===== config.mk =====
export PLATFORM = sky130hd
export DESIGN_NAME = sdf_circle_pixel_blend_top_flat
export DESIGN_NICKNAME = d
export VERILOG_FILES = /design/src/rtl/sdfc_pkg.sv /design/src/rtl/sdfc_pixel_if.sv /design/src/rtl/sdfc_result_if.sv /design/src/rtl/sdfc_dist_front.sv /design/src/rtl/sdfc_root_stage.sv /design/src/rtl/sdfc_blend.sv /design/src/rtl/sdf_circle_pixel_blend_top.sv /design/src/flat_wrapper.sv
export SDC_FILE = /design/constraint.sdc
export NUM_CORES = 2
export LEC_CHECK = 0
export BUFFER_PORTS_ARGS = -buffer_cell sky130_fd_sc_hd__buf_4
export CORE_MARGIN = 8
export CORE_UTILIZATION = 40
export CTS_CLUSTER_DIAMETER = 80
export DETAILED_ROUTE_END_ITERATION = 16
export PLACE_DENSITY = 0.55
export SLEW_MARGIN = 20
export SYNTH_ARGS = -nofsm -noshare
export SYNTH_HDL_FRONTEND = slang
export SYNTH_SLANG_ARGS = --single-unit

===== constraint.sdc =====
create_clock -name clk -period 20.1 [get_ports clk]
set_input_delay 1.005 -clock clk [delete_from_list [all_inputs] [get_ports clk]]
set_output_delay 1.005 -clock clk [all_outputs]
set_load 0.02 [all_outputs]

===== src/rtl/sdfc_pkg.sv =====
// shared types and constants of the circle pixel blend block
// no dependencies
package sdfc_pkg;

	localparam int COORD_BITS_DEF = 10;
	localparam int FRAC_BITS_DEF  = 8;

	localparam int CFG_W     = 24;
	localparam int CFG_IDX_W = 3;

	localparam int RING_FALLOFF  = 4;
	localparam int SOLID_FALLOFF = 3;

	// blend quotient before the falloff divide, and divide by 3 as multiply
	localparam int Q_W        = 10;
	localparam int DIV3_MUL   = 683;
	localparam int DIV3_SHIFT = 11;
	localparam int DIV3_W     = 20;

	typedef enum logic [CFG_IDX_W-1:0] {
		REG_CENTER_X   = 3'd0,
		REG_CENTER_Y   = 3'd1,
		REG_RADIUS     = 3'd2,
		REG_FILL_COLOR = 3'd3,
		REG_SOLID_MODE = 3'd4
	} cfg_reg_t;

	typedef struct packed {
		logic [7:0] blue;
		logic [7:0] green;
		logic [7:0] red;
	} color_t;

	typedef struct packed {
		logic [23:0] fill_color;
		logic        solid_mode;
	} cfg_t;

	typedef struct packed {
		logic       write_pixel;
		logic [7:0] out_red;
		logic [7:0] out_green;
		logic [7:0] out_blue;
	} result_t;

endpackage


===== src/rtl/sdfc_pixel_if.sv =====
// input channel: one pixel coordinate and its background color per word
// no dependencies
interface sdfc_pixel_if #(
	parameter int COORD_BITS = 10
);
	logic                  valid;
	logic                  ready;
	logic [COORD_BITS-1:0] pixel_x;
	logic [COORD_BITS-1:0] pixel_y;
	logic [7:0]            bg_red;
	logic [7:0]            bg_green;
	logic [7:0]            bg_blue;

	modport source (output valid, pixel_x, pixel_y, bg_red, bg_green, bg_blue, input ready);
	modport sink (input valid, pixel_x, pixel_y, bg_red, bg_green, bg_blue, output ready);
endinterface


===== src/rtl/sdfc_result_if.sv =====
// output channel: write flag and resulting color per word
// no dependencies
interface sdfc_result_if;
	logic       valid;
	logic       ready;
	logic       write_pixel;
	logic [7:0] out_red;
	logic [7:0] out_green;
	logic [7:0] out_blue;

	modport source (output valid, write_pixel, out_red, out_green, out_blue, input ready);
	modport sink (input valid, write_pixel, out_red, out_green, out_blue, output ready);
endinterface


===== src/rtl/sdfc_dist_front.sv =====
// front stages: offsets from the center, squares, squared distance
// uses sdfc_pkg
module sdfc_dist_front #(
	parameter int COORD_BITS = sdfc_pkg::COORD_BITS_DEF
) (
	input  logic                  clk,
	input  logic [2:0]            en,
	input  logic [COORD_BITS-1:0] pixel_x,
	input  logic [COORD_BITS-1:0] pixel_y,
	input  sdfc_pkg::color_t      bg,
	input  logic [COORD_BITS-1:0] center_x,
	input  logic [COORD_BITS-1:0] center_y,
	output logic [2*COORD_BITS:0] sum_s3,
	output sdfc_pkg::color_t      bg_s3
);

	logic [COORD_BITS-1:0]   dx_s1, dy_s1;
	logic [2*COORD_BITS-1:0] sqx_s2, sqy_s2;
	sdfc_pkg::color_t        bg_s1, bg_s2;

	always_ff @(posedge clk) begin
		if (en[0]) begin
			dx_s1 <= (pixel_x >= center_x) ? pixel_x - center_x : center_x - pixel_x;
			dy_s1 <= (pixel_y >= center_y) ? pixel_y - center_y : center_y - pixel_y;
			bg_s1 <= bg;
		end
		if (en[1]) begin
			sqx_s2 <= (2*COORD_BITS)'(dx_s1) * (2*COORD_BITS)'(dx_s1);
			sqy_s2 <= (2*COORD_BITS)'(dy_s1) * (2*COORD_BITS)'(dy_s1);
			bg_s2  <= bg_s1;
		end
		if (en[2]) begin
			sum_s3 <= {1'b0, sqx_s2} + {1'b0, sqy_s2};
			bg_s3  <= bg_s2;
		end
	end

endmodule


===== src/rtl/sdfc_root_stage.sv =====
// one digit of the restoring square root, one register stage
// uses sdfc_pkg
module sdfc_root_stage #(
	parameter int COORD_BITS = sdfc_pkg::COORD_BITS_DEF,
	parameter int FRAC_BITS  = sdfc_pkg::FRAC_BITS_DEF,
	parameter int STEP       = 0
) (
	input  logic                            clk,
	input  logic                            en,
	input  logic [2*COORD_BITS+1:0]         sum_in,
	input  logic [COORD_BITS+FRAC_BITS+3:0] rem_in,
	input  logic [COORD_BITS+FRAC_BITS:0]   root_in,
	input  sdfc_pkg::color_t                bg_in,
	output logic [2*COORD_BITS+1:0]         sum_out,
	output logic [COORD_BITS+FRAC_BITS+3:0] rem_out,
	output logic [COORD_BITS+FRAC_BITS:0]   root_out,
	output sdfc_pkg::color_t                bg_out
);

	localparam int RW       = COORD_BITS + FRAC_BITS + 4;
	localparam int RTW      = COORD_BITS + FRAC_BITS + 1;
	localparam int BIT_POS  = 2*(COORD_BITS + FRAC_BITS) - 2*STEP;
	localparam bit HAS_PAIR = (BIT_POS >= 2*FRAC_BITS);
	localparam int PAIR_LSB = HAS_PAIR ? BIT_POS - 2*FRAC_BITS : 0;

	logic [1:0]    pair;
	logic [RW-1:0] rem_sh;
	logic [RW-1:0] trial;
	logic          take;

	// fraction digits bring in zero pairs
	assign pair   = HAS_PAIR ? sum_in[PAIR_LSB +: 2] : 2'b00;
	assign rem_sh = {rem_in[RW-3:0], pair};
	assign trial  = {1'b0, root_in, 2'b01};
	assign take   = (rem_sh >= trial);

	always_ff @(posedge clk) begin
		if (en) begin
			sum_out  <= sum_in;
			rem_out  <= take ? rem_sh - trial : rem_sh;
			root_out <= {root_in[RTW-2:0], take};
			bg_out   <= bg_in;
		end
	end

endmodule


===== src/rtl/sdfc_blend.sv =====
// back stages: distance to the rim, write decision, per-channel blend
// uses sdfc_pkg
module sdfc_blend #(
	parameter int COORD_BITS = sdfc_pkg::COORD_BITS_DEF,
	parameter int FRAC_BITS  = sdfc_pkg::FRAC_BITS_DEF
) (
	input  logic                          clk,
	input  logic [3:0]                    en,
	input  logic [COORD_BITS+FRAC_BITS:0] root,
	input  sdfc_pkg::color_t              bg,
	input  logic [COORD_BITS-1:0]         radius,
	input  sdfc_pkg::cfg_t                cfg,
	output sdfc_pkg::result_t             res_s4
);

	localparam int RTW = COORD_BITS + FRAC_BITS + 1;
	localparam int KW  = FRAC_BITS + 3;
	localparam int PW  = 8 + KW;
	localparam int NW  = PW + 1;
	localparam int QW  = sdfc_pkg::Q_W;
	localparam int DW  = sdfc_pkg::DIV3_W;

	localparam logic [KW-1:0] K_RING  = KW'(sdfc_pkg::RING_FALLOFF << FRAC_BITS);
	localparam logic [KW-1:0] K_SOLID = KW'(sdfc_pkg::SOLID_FALLOFF << FRAC_BITS);

	logic [RTW-1:0] rad;
	logic           in_disc, in_band;
	logic [RTW-1:0] ad;
	logic [KW-1:0]  kval;
	logic [7:0]     fg [3];

	logic           write_s1, fill_s1, solid_s1;
	logic [KW-1:0]  adc_s1, k_s1;
	sdfc_pkg::color_t bg_s1;

	logic [KW-1:0]  kmad;
	logic [7:0]     bgc [3];
	logic           write_s2, fill_s2, solid_s2;
	logic [PW-1:0]  pbg_s2 [3];
	logic [PW-1:0]  pfg_s2 [3];
	sdfc_pkg::color_t bg_s2;

	logic [NW-1:0]  num [3];
	logic           write_s3, fill_s3, solid_s3;
	logic [QW-1:0]  q_s3 [3];
	sdfc_pkg::color_t bg_s3;

	logic [DW-1:0]  d3 [3];
	logic [7:0]     mix [3];

	assign fg[0] = cfg.fill_color[7:0];
	assign fg[1] = cfg.fill_color[15:8];
	assign fg[2] = cfg.fill_color[23:16];

	// stage 1: signed distance magnitude and the write decision
	always_comb begin
		rad     = {1'b0, radius, {FRAC_BITS{1'b0}}};
		in_disc = (root < rad);
		ad      = in_disc ? rad - root : root - rad;
		kval    = cfg.solid_mode ? K_SOLID : K_RING;
		in_band = (ad <= {{(RTW-KW){1'b0}}, kval});
	end

	always_ff @(posedge clk) begin
		if (en[0]) begin
			write_s1 <= cfg.solid_mode ? (in_disc || in_band) : in_band;
			fill_s1  <= cfg.solid_mode && in_disc;
			solid_s1 <= cfg.solid_mode;
			// clipped so the blend math stays in range outside the falloff band
			adc_s1   <= in_band ? ad[KW-1:0] : kval;
			k_s1     <= kval;
			bg_s1    <= bg;
		end
	end

	// stage 2: weighted products
	assign kmad   = k_s1 - adc_s1;
	assign bgc[0] = bg_s1.red;
	assign bgc[1] = bg_s1.green;
	assign bgc[2] = bg_s1.blue;

	always_ff @(posedge clk) begin
		if (en[1]) begin
			for (int c = 0; c < 3; c++) begin
				pbg_s2[c] <= PW'(bgc[c]) * PW'(adc_s1);
				pfg_s2[c] <= PW'(fg[c]) * PW'(kmad);
			end
			write_s2 <= write_s1;
			fill_s2  <= fill_s1;
			solid_s2 <= solid_s1;
			bg_s2    <= bg_s1;
		end
	end

	// stage 3: sum and drop the fraction bits
	always_comb begin
		for (int c = 0; c < 3; c++) begin
			num[c] = {1'b0, pbg_s2[c]} + {1'b0, pfg_s2[c]};
		end
	end

	always_ff @(posedge clk) begin
		if (en[2]) begin
			for (int c = 0; c < 3; c++) begin
				q_s3[c] <= num[c][FRAC_BITS +: QW];
			end
			write_s3 <= write_s2;
			fill_s3  <= fill_s2;
			solid_s3 <= solid_s2;
			bg_s3    <= bg_s2;
		end
	end

	// stage 4: divide by the falloff and pick the color
	always_comb begin
		for (int c = 0; c < 3; c++) begin
			d3[c]  = DW'(q_s3[c]) * DW'(sdfc_pkg::DIV3_MUL);
			mix[c] = solid_s3 ? d3[c][sdfc_pkg::DIV3_SHIFT +: 8] : q_s3[c][QW-1:2];
		end
	end

	always_ff @(posedge clk) begin
		if (en[3]) begin
			res_s4.write_pixel <= write_s3;
			if (!write_s3) begin
				res_s4.out_red   <= bg_s3.red;
				res_s4.out_green <= bg_s3.green;
				res_s4.out_blue  <= bg_s3.blue;
			end else if (fill_s3) begin
				res_s4.out_red   <= fg[0];
				res_s4.out_green <= fg[1];
				res_s4.out_blue  <= fg[2];
			end else begin
				res_s4.out_red   <= mix[0];
				res_s4.out_green <= mix[1];
				res_s4.out_blue  <= mix[2];
			end
		end
	end

endmodule


===== src/rtl/sdf_circle_pixel_blend_top.sv =====
// pipeline from accept to result: distance front stages, square-root digit stages, blend stages
// throughput: one pixel per cycle while the output is not stalled; the square root takes one digit per pipeline stage
// a stalled output holds its word and upstream stages keep filling any bubbles
// reset clears all stage valid bits and the configuration registers to zero
// uses sdfc_pkg, sdfc_pixel_if, sdfc_result_if, sdfc_dist_front, sdfc_root_stage, sdfc_blend
module sdf_circle_pixel_blend_top #(
	parameter int COORD_BITS = sdfc_pkg::COORD_BITS_DEF,
	parameter int FRAC_BITS  = sdfc_pkg::FRAC_BITS_DEF
) (
	input  logic                           clk,
	input  logic                           arst_n,
	input  logic                           cfg_we,
	input  logic [sdfc_pkg::CFG_IDX_W-1:0] cfg_index,
	input  logic [sdfc_pkg::CFG_W-1:0]     cfg_data,
	sdfc_pixel_if.sink                     pix,
	sdfc_result_if.source                  res
);

	localparam int N   = COORD_BITS + FRAC_BITS + 1;
	localparam int D   = N + 7;
	localparam int SW  = 2*COORD_BITS + 2;
	localparam int RW  = COORD_BITS + FRAC_BITS + 4;
	localparam int RTW = COORD_BITS + FRAC_BITS + 1;

	logic [COORD_BITS-1:0] center_x_q, center_y_q, radius_q;
	sdfc_pkg::cfg_t        cfg_q;

	logic [D-1:0] stage_valid_q;
	logic [D-1:0] en;

	sdfc_pkg::color_t      bg_in;
	logic [2*COORD_BITS:0] sum_front;

	logic [SW-1:0]    sum_w  [N+1];
	logic [RW-1:0]    rem_w  [N+1];
	logic [RTW-1:0]   root_w [N+1];
	sdfc_pkg::color_t bg_w   [N+1];

	sdfc_pkg::result_t res_word;

	always_ff @(posedge clk or negedge arst_n) begin
		if (!arst_n) begin
			center_x_q <= '0;
			center_y_q <= '0;
			radius_q   <= '0;
			cfg_q      <= '0;
		end else if (cfg_we) begin
			case (sdfc_pkg::cfg_reg_t'(cfg_index))
				sdfc_pkg::REG_CENTER_X:   center_x_q       <= cfg_data[COORD_BITS-1:0];
				sdfc_pkg::REG_CENTER_Y:   center_y_q       <= cfg_data[COORD_BITS-1:0];
				sdfc_pkg::REG_RADIUS:     radius_q         <= cfg_data[COORD_BITS-1:0];
				sdfc_pkg::REG_FILL_COLOR: cfg_q.fill_color <= cfg_data[23:0];
				sdfc_pkg::REG_SOLID_MODE: cfg_q.solid_mode <= cfg_data[0];
				default: ;
			endcase
		end
	end

	// a stage moves when empty or when the one after it moves
	always_comb begin
		en[D-1] = !stage_valid_q[D-1] || res.ready;
		for (int k = D-2; k >= 0; k--) begin
			en[k] = !stage_valid_q[k] || en[k+1];
		end
	end

	always_ff @(posedge clk or negedge arst_n) begin
		if (!arst_n) begin
			stage_valid_q <= '0;
		end else begin
			if (en[0]) stage_valid_q[0] <= pix.valid;
			for (int k = 1; k < D; k++) begin
				if (en[k]) stage_valid_q[k] <= stage_valid_q[k-1];
			end
		end
	end

	assign pix.ready = en[0];
	assign bg_in     = '{blue: pix.bg_blue, green: pix.bg_green, red: pix.bg_red};

	sdfc_dist_front #(
		.COORD_BITS(COORD_BITS)
	) u_front (
		.clk      (clk),
		.en       (en[2:0]),
		.pixel_x  (pix.pixel_x),
		.pixel_y  (pix.pixel_y),
		.bg       (bg_in),
		.center_x (center_x_q),
		.center_y (center_y_q),
		.sum_s3   (sum_front),
		.bg_s3    (bg_w[0])
	);

	assign sum_w[0]  = {1'b0, sum_front};
	assign rem_w[0]  = '0;
	assign root_w[0] = '0;

	for (genvar j = 0; j < N; j++) begin : g_root
		sdfc_root_stage #(
			.COORD_BITS (COORD_BITS),
			.FRAC_BITS  (FRAC_BITS),
			.STEP       (j)
		) u_stage (
			.clk      (clk),
			.en       (en[3+j]),
			.sum_in   (sum_w[j]),
			.rem_in   (rem_w[j]),
			.root_in  (root_w[j]),
			.bg_in    (bg_w[j]),
			.sum_out  (sum_w[j+1]),
			.rem_out  (rem_w[j+1]),
			.root_out (root_w[j+1]),
			.bg_out   (bg_w[j+1])
		);
	end

	sdfc_blend #(
		.COORD_BITS (COORD_BITS),
		.FRAC_BITS  (FRAC_BITS)
	) u_blend (
		.clk    (clk),
		.en     (en[3+N +: 4]),
		.root   (root_w[N]),
		.bg     (bg_w[N]),
		.radius (radius_q),
		.cfg    (cfg_q),
		.res_s4 (res_word)
	);

	assign res.valid       = stage_valid_q[D-1];
	assign res.write_pixel = res_word.write_pixel;
	assign res.out_red     = res_word.out_red;
	assign res.out_green   = res_word.out_green;
	assign res.out_blue    = res_word.out_blue;

endmodule


===== src/flat_wrapper.sv =====
// flat-port wrapper written by rule: the top's interface ports become plain ports
module sdf_circle_pixel_blend_top_flat 
#(
	parameter int COORD_BITS = sdfc_pkg::COORD_BITS_DEF,
	parameter int FRAC_BITS  = sdfc_pkg::FRAC_BITS_DEF
)
  (clk, arst_n, cfg_we, cfg_index, cfg_data, pix_valid, pix_pixel_x, pix_pixel_y, pix_bg_red, pix_bg_green, pix_bg_blue, pix_ready, res_valid, res_write_pixel, res_out_red, res_out_green, res_out_blue, res_ready);
  sdfc_pixel_if #(.COORD_BITS(COORD_BITS)) pix_i ();
  sdfc_result_if res_i ();
  input  logic clk;
  input  logic arst_n;
  input  logic cfg_we;
  input  logic [sdfc_pkg::CFG_IDX_W-1:0] cfg_index;
  input  logic [sdfc_pkg::CFG_W-1:0] cfg_data;
  input wire logic [$bits(pix_i.valid)-1:0] pix_valid;
  input wire logic [$bits(pix_i.pixel_x)-1:0] pix_pixel_x;
  input wire logic [$bits(pix_i.pixel_y)-1:0] pix_pixel_y;
  input wire logic [$bits(pix_i.bg_red)-1:0] pix_bg_red;
  input wire logic [$bits(pix_i.bg_green)-1:0] pix_bg_green;
  input wire logic [$bits(pix_i.bg_blue)-1:0] pix_bg_blue;
  output wire logic [$bits(pix_i.ready)-1:0] pix_ready;
  output wire logic [$bits(res_i.valid)-1:0] res_valid;
  output wire logic [$bits(res_i.write_pixel)-1:0] res_write_pixel;
  output wire logic [$bits(res_i.out_red)-1:0] res_out_red;
  output wire logic [$bits(res_i.out_green)-1:0] res_out_green;
  output wire logic [$bits(res_i.out_blue)-1:0] res_out_blue;
  input wire logic [$bits(res_i.ready)-1:0] res_ready;
  assign pix_i.valid = pix_valid;
  assign pix_i.pixel_x = pix_pixel_x;
  assign pix_i.pixel_y = pix_pixel_y;
  assign pix_i.bg_red = pix_bg_red;
  assign pix_i.bg_green = pix_bg_green;
  assign pix_i.bg_blue = pix_bg_blue;
  assign pix_ready = pix_i.ready;
  assign res_valid = res_i.valid;
  assign res_write_pixel = res_i.write_pixel;
  assign res_out_red = res_i.out_red;
  assign res_out_green = res_i.out_green;
  assign res_out_blue = res_i.out_blue;
  assign res_i.ready = res_ready;
  sdf_circle_pixel_blend_top #(.COORD_BITS(COORD_BITS), .FRAC_BITS(FRAC_BITS)) u_core (.clk(clk), .arst_n(arst_n), .cfg_we(cfg_we), .cfg_index(cfg_index), .cfg_data(cfg_data), .pix(pix_i), .res(res_i));
endmodule

# After elaboration in Yosys (flattened, before gate mapping)
# Memories as Yosys holds them, arrays and structs flattened.
# Index checks and enable logic that the tools add are counted.
# word_totals
in_bits	76
n_memories	3
register_bits	1460
ramBits	144
# op_classes
n_lt_le_gt_ge	23
addsub	29
mux	33
n_reduce_logical	60
n_eq_ne	4
n_mul	11
# memory_table
memory	words	word_bits	read_ports	rd_ports_with_merged_regs	wr	line_no	source
u_core.u_blend.pbg_s2	3	19	3	0	3	sdfc_blend.sv:39	logic [PW-1:0] pbg_s2 [3];
u_core.u_blend.pfg_s2	3	19	3	0	3	sdfc_blend.sv:40	logic [PW-1:0] pfg_s2 [3];
u_core.u_blend.q_s3	3	10	3	0	3	sdfc_blend.sv:45	logic [QW-1:0] q_s3 [3];
# op_table
operator	n
20-bit 2-to-1 mux	17
8-bit by 11-bit multiplier with 19-bit output	6
10-bit by 10-bit multiplier with 19-bit output (second input constant)	3
18-bit adder	3
24-bit 2-to-1 mux	2
10-bit by 10-bit multiplier with 20-bit output	2
10-bit subtractor	4
1-bit logical OR	27
1-bit logical NOT	26
8-bit 2-to-1 mux	3
22-bit by 10-bit >= comparator with 1-bit output	1
22-bit by 11-bit >= comparator with 1-bit output	1
22-bit by 12-bit >= comparator with 1-bit output	1
22-bit by 13-bit >= comparator with 1-bit output	1
22-bit by 14-bit >= comparator with 1-bit output	1
22-bit by 15-bit >= comparator with 1-bit output	1
22-bit by 16-bit >= comparator with 1-bit output	1
22-bit by 17-bit >= comparator with 1-bit output	1
22-bit by 18-bit >= comparator with 1-bit output	1
22-bit by 19-bit >= comparator with 1-bit output	1
22-bit by 20-bit >= comparator with 1-bit output	1
22-bit by 3-bit >= comparator with 1-bit output	1
22-bit by 4-bit >= comparator with 1-bit output	1
22-bit by 5-bit >= comparator with 1-bit output	1
40 further kinds	53

# Logic depth before layout (Yosys ltp)
# logic_depth
ltp_word	27
ltp_mapped	25

# Modules after synthesis
# A second synthesis with hierarchy kept.
# hier_totals
cells_unflattened	10024
hier_area_um2	123519.7
# modules_own_cells
module	instances	cells_each	area_per_inst_um2	seq_area_each_um2
sdfc_root_stage at u_core.g_root[0].u_stage ...	11	305	4008.8	2612.5
sdfc_blend	1	3294	32814.0	7687.4
sdfc_root_stage at u_core.g_root[11].u_stage ...	8	261	3887.5	2582.5
sdfc_dist_front	1	1063	12218.0	4534.3
sdf_circle_pixel_blend_top	1	224	3290.7	2026.9

# Worst setup path after synthesis
# OpenSTA, ideal clock, no wires.
# synth_path
path_type	input-to-output
from	input port res_ready
to	output port pix_ready
stages	9
slack_ns	11.573
path_buffers	0
arrival_time_ns	7.522
path_cell_list	and3b_1 -> nand4_1 -> nor4_1 -> nand3_1 -> nor2_1 -> and2_1 -> and3_1 -> and3_1 -> nand2_1
# synth_via
elab_chain_cells	26
# synth_lines
item	line_no	source
from (decl)	flat_wrapper.sv:27	input wire logic [$bits(res_i.ready)-1:0] res_ready;
1-bit logical OR	sdf_circle_pixel_blend_top.sv:61	en[D-1] = !stage_valid_q[D-1] || res.ready;
1-bit logical OR (6 in a row)	sdf_circle_pixel_blend_top.sv:63	en[k] = !stage_valid_q[k] || en[k+1];
via u_core.en[19]	sdf_circle_pixel_blend_top.sv:29	logic [D-1:0] en;
1-bit logical OR (12 in a row)	sdf_circle_pixel_blend_top.sv:63	
via u_core.en[7]	sdf_circle_pixel_blend_top.sv:29	
1-bit logical OR (7 in a row)	sdf_circle_pixel_blend_top.sv:63	
to (decl)	flat_wrapper.sv:21	output wire logic [$bits(pix_i.ready)-1:0] pix_ready;
# The timed path passes the listed nets, and every way through them passes these cells.

==> results.cfg <==
[detailed_routing]
via_per_inst = 4.999
drc_errors = 0
routedWlPerCell_um = 17.01
ant_nets = 0
vias = 54680
drtIter0Drc = 2559
dr.pass1.iters = 7
routed_wl_mm = 186.1

[timing]
rsz0062_at_grt = false
fin_skew_ps = 43.18
hold_viol = 0
fin_crit_ps = 6992
setup_viol = 0
drv_slew = 0
min_period_over_period = 0.3479
setup_tns_ps = 0
worst_pin_slew_ps = 1076
max_freq_mhz = 143.0
slew_headroom = 0.2825

[yosys]
mappedNetlistNets = 8983
async_flop_share = 0.05166
synth_cells = 7605
yosysUniqueCellTypes = 75
yosys_most_used_dff = edfxtp_1
synth_edf_count = 1487
ys_ff_latch = 1568
avgSynthCellArea_um2 = 12.15
synthTopCellsByArea = edfxtp_1, ha_1, fa_1
synth_area_um2 = 92430
ys_warn_count = 0
synth_top_area_frac = 0.4831
yosysTopAreaCell = edfxtp_1
ys_seq_area_frac = 0.5050

[die]
row_count = 176
fp.dieH_um = 496.7
io_pins = 103
start_util = 0.4021
die_w_um = 496.7
core_area_um2 = 229900
dieArea_um2 = 246700

[cts]
cts_max_path_buffers = 3
clkTransAtPathRegs_ps = 60
worstSkewPairLatency_ps = 810
cts.hold.buffers_added = 0
htreeDepth = 4
cts_resized = 0
clockRootBuffer = clkbuf_16
clock-sinks = 1568
cts_buffers = 175
post_cts_buffers = 0
cts_tree = built

[setup_path]
crit_type = reg -> reg
critPathArrivalTime_ps = 7610
crit_path_start_kind = flop
cp_max_fo = 27
crit_required_ps = 20710
end_kind = flop

[grt]
grt_usage = 0.1523
grt_pass1_vias = 57390
grt_max_degree = 78
grt_pass1_wl_mm = 302.0
overflow = 0
antenna_found_initial = 9

[placed_design]
io_buffer_count = 102
dp_hpwl_mm = 140.7
gp_congestion = 0.8376

[finish]
nFillCells = 20890
layout-drive-gt1-share = 0.07713
area_growth_pct = 11.49
nets = 9138

[worst_hold_path]
hold_class = in -> async

[run]
maxCapViolations = 0

[status]
status = finished clean
==> state kept, by name, indices dropped and copies added, names as in the netlist, 25 cells and up <==
signal	flops
u_core.u_blend.pfg_s2	54
u_core.g_root.u_stage.bg_out	456
u_core.g_root.u_stage.rem_out	324
u_core.u_blend.q_s3	30
u_core.u_blend.pbg_s2	54
u_core.g_root.u_stage.root_out	190
u_core.cfg_q	25
u_core.stage_valid_q	26
u_core.u_blend.res_s4	25
u_core.g_root.u_stage.sum_out	110
==> metrics by stage <==
stage               cell area (um^2)  std cells    util  worst slack (ps)  hold slack [ps]
detailed placement             96870      10610  0.4214             13100            404.5
global placement               96870      10610  0.4214             13240            400.3
floorplan                      92430       7605       -             11570            400.3
global route                  103100      10940  0.4482             12610            286.3
finish                        103100      10940  0.4482             13110            294.3
CTS                           103000      10930  0.4480             13060            259.2
==> cells in the mapped netlist (40+ instances only) <==
cell type,n
mux2_2,84
a21o_1,78
and2_1,382
nor2_1,349
ha_1,816
xnor2_1,298
nor2b_1,60
a21oi_1,318
nor3_1,138
o21a_1,67
or3_1,45
edfxtp_1,1487
o21ai_0,233
clkbuf_1,174
nand4_1,51
fa_1,486
nand2b_1,57
nand3_1,110
dfrtp_1,81
nand2_1,525
xor2_1,161
and3_1,40
inv_1,1084
nor4_1,46
==> cell usage in the layout, fill, tap and decap left out, drive strengths merged, types with 46 or more instances in the layout <==
| master | n |
|---|---|
| nand3 | 110 |
| o21a | 67 |
| clkinv | 67 |
| nand2b | 57 |
| mux2 | 84 |
| edfxtp | 1487 |
| nand4 | 51 |
| o21ai | 233 |
| nor4 | 46 |
| xor2 | 161 |
| nor3 | 138 |
| and2 | 382 |
| nor2 | 349 |
| clkbuf | 212 |
| dfrtp | 81 |
| a21oi | 318 |
| inv | 1100 |
| nor2b | 61 |
| fa | 486 |
| nand2 | 525 |
| buf | 162 |
| xnor2 | 298 |
| ha | 816 |
| a21o | 78 |
==> critical path, stage by stage, from the launching register on <==
cell	delay [ps]
edfxtp_1	820
nor3_1	510
nand2b_1	120
nor4_1	440
a31oi_1	220
xnor2_2	160
buf_4	230
and2_1	210
fa_1	500
fa_1	590
fa_1	440
fa_1	450
ha_1	360
and3_1	170
a21oi_1	100
o21ai_0	120
o41ai_1	600
or4b_2	650
o211ai_1	110
==> logic make-up after synthesis <==
group                      share of synthesized area
AOI/OAI and AO/OA                            0.06669
DFF                                           0.5050
muxes                                        0.01240
buffers and inverters                        0.05176
other                                     0.00004057
adders and majority gates                     0.2157
xor gates and xnor gates                     0.04349
and+or+nand+nor                               0.1049
==> path summary, 6_finish.rpt <==
check / start / endpoint / slack (ps) / cells after the start
setup / recovery: u_core.u_blend.adc_s1[2] / u_core.u_blend.pfg_s2[0][16] / 13110 / 18
hold / removal: arst_n / u_core.cfg_q[17] / 290 / 1
setup reg to reg: u_core.u_blend.adc_s1[2] / u_core.u_blend.pfg_s2[0][16] / 13110 / 18
hold reg to reg: u_core.g_root[0].u_stage.sum_out[4] / u_core.g_root[1].u_stage.sum_out[4] / 390 / 0
max in group asynchronous: arst_n / u_core.radius_q[8] / 18620 / 2
min in group clk: pix_bg_red[2] / u_core.u_front.bg_s1[2] / 370 / 1
==> area by class of cell <==
type	instances	area (um^2)	share of cell area
Sequential cell	1568	46680	0.4530
Multi-Input combinational cell	4766	41140	0.3992
Clock buffer	212	4599	0.04463
Inverter	1087	4080	0.03959
Tap cell	3026	3786	0.03674
Clock inverter	114	1530	0.01485
Timing Repair Buffer	162	1224	0.01187
Antenna cell	4	10.01	0.00009713
==> layer usage <==
metal / GRT usage / vias to the layer above / share of wire
met5: 0 / - / 0
met4: 0.04895 / 0 / 0.033
met3: 0.02240 / 316 / 0.038
met2: 0.2697 / 878 / 0.49
met1: 0.1918 / 26930 / 0.44
li1: - / 26560 / -
Power is left out: the tool's default activity adds up to more than one toggle a clock period on the data nets, which glitch-free logic cannot reach.
